## src/rtl/pct_ram.sv

```systemverilog
// Generic single-write, single-read RAM with a registered read port.
`default_nettype none
module pct_ram #(
  parameter int unsigned WIDTH = 8,
  parameter int unsigned DEPTH = 16
) (
  input  wire logic                                  clk_i,
  input  wire logic                                  we_i,
  input  wire logic [(DEPTH > 1 ? $clog2(DEPTH) : 1)-1:0] waddr_i,
  input  wire logic [WIDTH-1:0]                      wdata_i,
  input  wire logic [(DEPTH > 1 ? $clog2(DEPTH) : 1)-1:0] raddr_i,
  output logic      [WIDTH-1:0]                      rdata_o
);
  logic [WIDTH-1:0] mem_q [DEPTH];

  always_ff @(posedge clk_i) begin
    if (we_i) begin
      mem_q[waddr_i] <= wdata_i;
    end
    rdata_o <= mem_q[raddr_i];
  end
endmodule
`default_nettype wire

```

## config.mk

```make
export PLATFORM = sky130hd
export DESIGN_NAME = pct_ram
export DESIGN_NICKNAME = d
export VERILOG_FILES = /design/src/rtl/pct_ram.sv
export SDC_FILE = /design/constraint.sdc
export NUM_CORES = 1
export LEC_CHECK = 0
export ABC_AREA = 1
export ABC_CLOCK_PERIOD_IN_PS = 1200
export BUFFER_PORTS_ARGS = -buffer_cell sky130_fd_sc_hd__buf_2
export CORE_ASPECT_RATIO = 2
export CORE_UTILIZATION = 35
export CTS_BUF_LIST = sky130_fd_sc_hd__clkbuf_4 sky130_fd_sc_hd__clkbuf_8
export DETAILED_ROUTE_END_ITERATION = 12
export GPL_ROUTABILITY_DRIVEN = 0
export GPL_TIMING_DRIVEN = 0
export HOLD_SLACK_MARGIN = 0.12
export SETUP_SLACK_MARGIN = 0.5
export SLEW_MARGIN = 5
export SYNTH_ARGS = -nofsm -noshare
export SYNTH_HDL_FRONTEND = slang
export SYNTH_SLANG_ARGS = --single-unit
```

## constraint.sdc

```tcl
create_clock -name clk_i -period 1.2 [get_ports clk_i]
set_input_delay 0.24 -clock clk_i [delete_from_list [all_inputs] [get_ports clk_i]]
set_output_delay 0.24 -clock clk_i [all_outputs]
set_load 0.005 [all_outputs]
```

==> summary.md, run 1 <==
| Metric | Value |
|---|---|
| Die area | `17000 µm²` |
| Leak | `3.07 nW` |
| Final period utilization | `92.4%` |
| Post-Synthesis Cells | `about 550` |
| First-pass GRT wire length | `23400 µm` |
| Reg2Reg Capture Point | `rdata_o[3]` |
| DRT Pass-1 Iters | `5` |
| Cell Pwr Density | `1340 nW/µm²` |
| Critical Path Sink Type | `output pin` |
| CORE AREA | `16200 µm²` |
| Final min period | `1110 ps` |
| Hold Path Depth | `3` |
| Worst-Skew Late Latency | `440 ps` |
| Die outline height | `184 µm` |
| Initial core utilization | `35.6%` |
| Final Setup Violations | `0` |
| Finished Cell Area | `7410 µm²` |
| # IOs | `26` |
| Yosys warns | `0` |
| Clk buf depth | `2` |
| Final Max Tran Viols | `0` |
| Cts hold-fix bufs | `0` |
| Post-Route Setup TNS | `0 ps` |
| Dpl cells | `777` |
| # rows | `66` |
| RSZ-0062 raised after global routing | `yes` |
| Yosys cell types | `12` |
| Max-slew headroom | `71.4%` |
| Reg2reg path depth | `6` |
| Post-DP Area | `6390 µm²` |
| Max Clock Skew | `13.0 ps` |
| WP data arrival | `slightly below 900 ps` |
| Overflow after GRT | `0` |
| Avg Vias per Cell | `4.80` |
| Die Wd | `92.8 µm` |
| Buf/Inv on CP | `1` |
| CP peak stage delay | `slightly above 300 ps` |
| Mean routed wirelength per cell | `19.1 µm` |
| Total CTS buffers | `17` |
| Family with the most delay on the worst path | `flip-flops` |
| Largest net degree at the start of global routing | `17` |
| Dpl hpwl | `11000 µm` |
| Hold Slack | `161 ps` |
| Worst IR drop on VDD | `0.563 mV` |
| Layout cells sized above 1 | `33.5%` |
| Port bufs | `22` |
| Synth top area share | `66.7%` |
| Final ANT Viol Nets | `0` |
| Post-synthesis average cell area | `10.5 µm²` |
| Final Hold Violating Endpoints | `0` |
| WS Path Type | `reg -> out` |
| Seq cells post-synth | `136` |
| Drt initial violations | `338` |
| CTS tree | `done` |
| Worst EP required | `960 ps` |
| Clk sinks | `136` |
| Hold EP | `rdata_o[2]` |
| R2R Path Start | `mem_q[11][3]` |
| Initial antenna violation count | `0` |
| Hold path start | `raddr_i[3]` |
| Area grow syn2layout | `28.5%` |
| Syn nets | `569` |
| R2r setup slk | `approximately 250 ps` |
| Worst-path fanout max | `1` |
| Crit-path slowest cell | `dfxtp_2` |
| Max-cap violations | `0` |
| Via count | `between 3000 and 4000` |
| Share of the yosys chip area belonging to registers | `69.4%` |
| Area leader, netlist | `edfxtp_1` |
| Clock transition at path regs | `about 80 ps` |
| Setup crit start kind | `register` |
| Crit-path cells | `buf_2` |
| Worst Tran Pin Value | `428 ps` |
| Total track usage | `19.8%` |
| Vias in the first global route | `3967` |
| Clock Root Buffer | `clkbuf_8` |
| Final Non-Filler Cells | `821` |
| Status | `completed` |
| Hold crit path type | `in -> reg` |
| DRT Wirelength | `15700 µm` |
| Nets@finish | `around 620` |
| Fmax | `902 MHz` |
| Top post-synthesis cells by area | `edfxtp_1, nand2_1, nand3_1, inv_1, dfxtp_1` |
| ANT cells | `0` |
| Mapped Area | `between 5000 and 6000 µm²` |
| Drt drc | `0` |
| Maximum level of the CTS H-tree | `4` |
-- metal layers --
layer  wire [µm]  vias to the layer above  GRT usage (%)
met5           0                        -              0
met4        1070                        0           12.6
met3         502                       45           3.64
met2        9040                      117           37.9
met1        5060                     1887           18.5
li1            -                     1890              -
-- synthesized netlist by cell type --
| library cell | n |
|---|---|
| dfxtp_1 | 8 |
| buf_4 | 4 |
| buf_2 | 13 |
| buf_6 | 6 |
| nand3_1 | 97 |
| inv_2 | 2 |
| edfxtp_1 | 128 |
| inv_1 | 100 |
| nand2_1 | 173 |
| nor2_1 | 17 |
| buf_1 | 1 |
| nand3b_1 | 2 |
-- worst max path at each step --
stage / start / to / slack (ps) / cells past startpoint
after floorplan: waddr_i[2] / mem_q[10][0] / 90 / 2
after global placement: waddr_i[3] / mem_q[7][3] / -440 / 3
after detailed placement: waddr_i[3] / mem_q[5][4] / -500 / 3
after CTS: rdata_o[4] / rdata_o[4] / 80 / 1
after global routing: rdata_o[2] / rdata_o[2] / 40 / 1
final: rdata_o[2] / rdata_o[2] / 90 / 1
-- power by group --
part	internal, mW	switching, mW	leakage [nW]
Sequential	5.30	0.0274	1.22
Clock	1.90	1.75	0.188
Combinational	0.327	0.634	1.66
Total	7.53	2.41	3.07
-- logic make-up after synthesis --
logic type / after synthesis / share of synthesized area (%)
buffers and inverters: 126 / 9.52
and+or+nand+nor: 289 / 21.0
DFF: 136 / 69.4
-- state kept, by name (all words and copies together), names as in the netlist --
signal   count
mem_q      128
rdata_o      8
-- cell usage in the layout (no fill, tap or decap) --
cell	instances
inv_8	2
clkinv_2	4
buf_6	20
clkinv_1	1
buf_12	7
clkinv_4	2
buf_4	6
inv_1	96
nand3_1	42
nand2_8	3
nand3_2	54
nand3_4	1
clkinvlp_4	4
nand2_1	134
buf_8	4
nand2_4	4
dfxtp_1	7
nand2_2	32
clkbuf_4	1
inv_4	3
edfxtp_1	128
nor2_4	17
dfxtp_2	1
bufinv_16	2
clkbuf_8	18
buf_2	21
nand3b_1	2
inv_2	1
-- stage by stage --
step	setup slack, ps	utilization [%]	total power, mW
global placement	-437	39.5	6.22
finish	90.8	45.8	9.95
CTS	78.2	44.8	9.96
detailed placement	-500	39.5	6.24
floorplan	86.4	-	5.89
global route	39.0	45.8	10.3
-- timing repair --
| item | CTS | global route |
|---|---|---|
| endpoints found under the setup margin | 144 | 116 |
| hold endpoints to repair | 0 | 0 |
| buffers inserted | 10 | 2 |
| resized for setup | 79 | 32 |
| pin swaps | 43 | 35 |
-- cell type report --
class | instances | area [µm²]
Fill cell | 1498 | 8770
Sequential cell | 136 | 4010
Multi-Input combinational cell | 289 | 1780
Inverter | 102 | 405
Timing Repair Buffer | 34 | 325
Clock buffer | 19 | 255
Tap cell | 204 | 255
Buffer | 24 | 250
Clock inverter | 13 | 131
Power figures use the tool's default switching activity.
==> run 2: changes to the inputs <==
==> constraint.sdc (replaced) <==
create_clock -name clk_i -period 1.2 [get_ports clk_i]
set_input_delay 0.24 -clock clk_i [delete_from_list [all_inputs] [get_ports clk_i]]
set_output_delay 0.24 -clock clk_i [all_outputs]
set_load 0.02 [all_outputs]
==> run 2 against run 1 <==
Compared with the run above:
- die area stayed put
- combinational power is 7% higher
- cell count stayed put
- hold slack worse by 4.3 ps
- core utilization is 0.36 points higher
- largest power group unchanged
==> summary.md, run 2 (synthesized netlist as in run 1, its figures left out) <==
| Metric | Value |
|---|---|
| ANT cells | `0 (unchanged)` |
| Final Hold Violating Endpoints | `0 (unchanged)` |
| Layout cells sized above 1 | `34.7% (was 33.5%)` |
| Max-slew headroom | `72.0% (was 71.4%)` |
| WS Path Type | `reg -> out (unchanged)` |
| Drt drc | `0 (unchanged)` |
| Die area | `17000 µm² (unchanged)` |
| Initial core utilization | `35.6% (unchanged)` |
| Fmax | `885 MHz (was 902 MHz)` |
| Die outline height | `184 µm (unchanged)` |
| Dpl hpwl | `11000 µm (unchanged)` |
| Critical Path Sink Type | `output pin (unchanged)` |
| # rows | `66 (unchanged)` |
| Final period utilization | `94.2% (was 92.4%)` |
| Worst Setup Slack, final | `69.5 ps (was 90.8 ps)` |
| Cell Pwr Density | `1340 nW/µm² (about the same)` |
| CTS tree | `done (unchanged)` |
| Total CTS buffers | `17 (unchanged)` |
| Vias in the first global route | `3973 (was 3967)` |
| First-pass GRT wire length | `23400 µm (about the same)` |
| Crit-path slowest cell | `dfxtp_2 (unchanged)` |
| Setup crit start kind | `register (unchanged)` |
| Final Setup Violations | `0 (unchanged)` |
| Reg2Reg Capture Point | `rdata_o[5] (was rdata_o[3])` |
| Hold Path Depth | `3 (unchanged)` |
| Crit-path cells | `buf_6 (was buf_2)` |
| DRT Pass-1 Iters | `5 (unchanged)` |
| Final Max Tran Viols | `0 (unchanged)` |
| WP data arrival | `890 ps (was 870 ps)` |
| Via count | `3974 (was 3939)` |
| Die Wd | `92.8 µm (unchanged)` |
| Largest net degree at the start of global routing | `17 (unchanged)` |
| Total power | `10.0 mW (was 9.95 mW)` |
| CORE AREA | `16200 µm² (unchanged)` |
| Clk buf depth | `2 (unchanged)` |
| Worst-path fanout max | `1 (unchanged)` |
| Final Non-Filler Cells | `821 (unchanged)` |
| Worst IR drop on VDD | `0.563 mV (about the same)` |
| Worst Tran Pin Value | `420 ps (was 428 ps)` |
| Worst slack, placed | `-500 ps (unchanged)` |
| Maximum level of the CTS H-tree | `4 (unchanged)` |
| Clock transition at path regs | `80 ps (about the same)` |
| Buf/Inv on CP | `1 (unchanged)` |
| Cts hold-fix bufs | `0 (unchanged)` |
| Drt initial violations | `300 (was 338)` |
| Largest register FFs | `128 (unchanged)` |
| Reg2reg path depth | `6 (unchanged)` |
| Total track usage | `19.8% (about the same)` |
| Top Registers | `mem_q x128, rdata_o x8 (unchanged)` |
| Hold path start | `raddr_i[3] (unchanged)` |
| Final ANT Viol Nets | `0 (unchanged)` |
| CP peak stage delay | `320 ps (was 310 ps)` |
| DRT Wirelength | `15700 µm (about the same)` |
| Worst-Skew Late Latency | `450 ps (was 440 ps)` |
| Max Clock Skew | `15.1 ps (was 13.0 ps)` |
| Initial antenna violation count | `0 (unchanged)` |
| Max-cap violations | `0 (unchanged)` |
| Commonest non-fill, non-tap cell in the layout | `nand2_1 (unchanged)` |
| Clock Root Buffer | `clkbuf_8 (unchanged)` |
| Final min period | `1130 ps (was 1110 ps)` |
| R2r setup slk | `260 ps (was 250 ps)` |
| RSZ-0062 raised after global routing | `yes (unchanged)` |
| Status | `completed (unchanged)` |
| R2R Path Start | `mem_q[9][5] (was mem_q[11][3])` |
| Mean routed wirelength per cell | `19.1 µm (about the same)` |
| Family with the most delay on the worst path | `flip-flops (unchanged)` |
| Hold crit path type | `in -> reg (unchanged)` |
| Most flops, register | `mem_q (unchanged)` |
| Dpl cells | `777 (unchanged)` |
| Leak | `3.09 nW (was 3.07 nW)` |
| Clk sinks | `136 (unchanged)` |
| # IOs | `26 (unchanged)` |
| Nets@finish | `622 (unchanged)` |
| Hold EP | `rdata_o[1] (was rdata_o[2])` |
| Avg Vias per Cell | `4.84 (was 4.80)` |
| Highest-count cells in the layout ignoring fill and taps | `nand2_1, edfxtp_1, inv_1 (unchanged)` |
| Area grow syn2layout | `29.5% (was 28.5%)` |
| Worst EP required | `960 ps (about the same)` |
| Overflow after GRT | `0 (unchanged)` |
| Port bufs | `22 (unchanged)` |
[run 2: final cells by class]
type	instances	area [µm²]
multi-input cells	289	1780
repair buffers	34	375
well taps	204	255
inverters	102	405
plain buffers	24	250
clock buffers	19	255
flip-flops and latches	136	4010
fillers	1486	8720
clock inverters	13	131
[run 2: worst max path at each step]
stage | depth (start not counted) | endpoint | startpoint | slack [ps]
after floorplan | 2 | mem_q[10][0] | waddr_i[2] | 90
after global placement | 3 | mem_q[7][3] | waddr_i[3] | -440
after detailed placement | 3 | mem_q[5][4] | waddr_i[3] | -500
after CTS | 1 | rdata_o[4] | rdata_o[4] | 50
after global routing | 1 | rdata_o[2] | rdata_o[2] | 30
final | 1 | rdata_o[4] | rdata_o[4] | 70
[run 2: power breakdown]
part / internal (mW) / switching [mW] / total, mW
Combinational: 0.364 / 0.670 / 1.03
Clock: 1.90 / 1.75 / 3.65
Sequential: 5.31 / 0.0347 / 5.34
[run 2: per-layer routing]
metal / global-route usage, % / vias to the layer above / part of all wire, %
met3: 3.64 / 48 / 2.9
met1: 18.6 / 1906 / 32
met2: 38.0 / 131 / 57
li1: - / 1889 / -
met5: 0 / - / 0
met4: 12.6 / 0 / 7.1
[run 2: worst register-to-register path: stages (launching register included)]
cell and delay [ps]:
edfxtp_1 380, inv_1 70, nand2_1 60, nand3_2 120, nand3_2 80, nand3_2 80
nand2_1 50
[run 2: repair_timing]
item,4_1_cts,5_1_grt
buffers inserted,10,2
endpoints found under the setup margin,144,116
gates resized for setup,103,31
pin swaps,43,35
[run 2: through the flow]
step / TNS [ps] / hold WS (ps) / util, % / cell area, µm²
6_report: 0 / 156 / 46.2 / 7470
5_1_grt: 0 / 148 / 46.2 / 7470
4_1_cts: 0 / 122 / 45.2 / 7320
3_5_place_dp: -30520 / 614 / 39.5 / 6390
3_3_place_gp: -27110 / 613 / 39.5 / 6390
2_1_floorplan: 0 / 339 / - / 6030
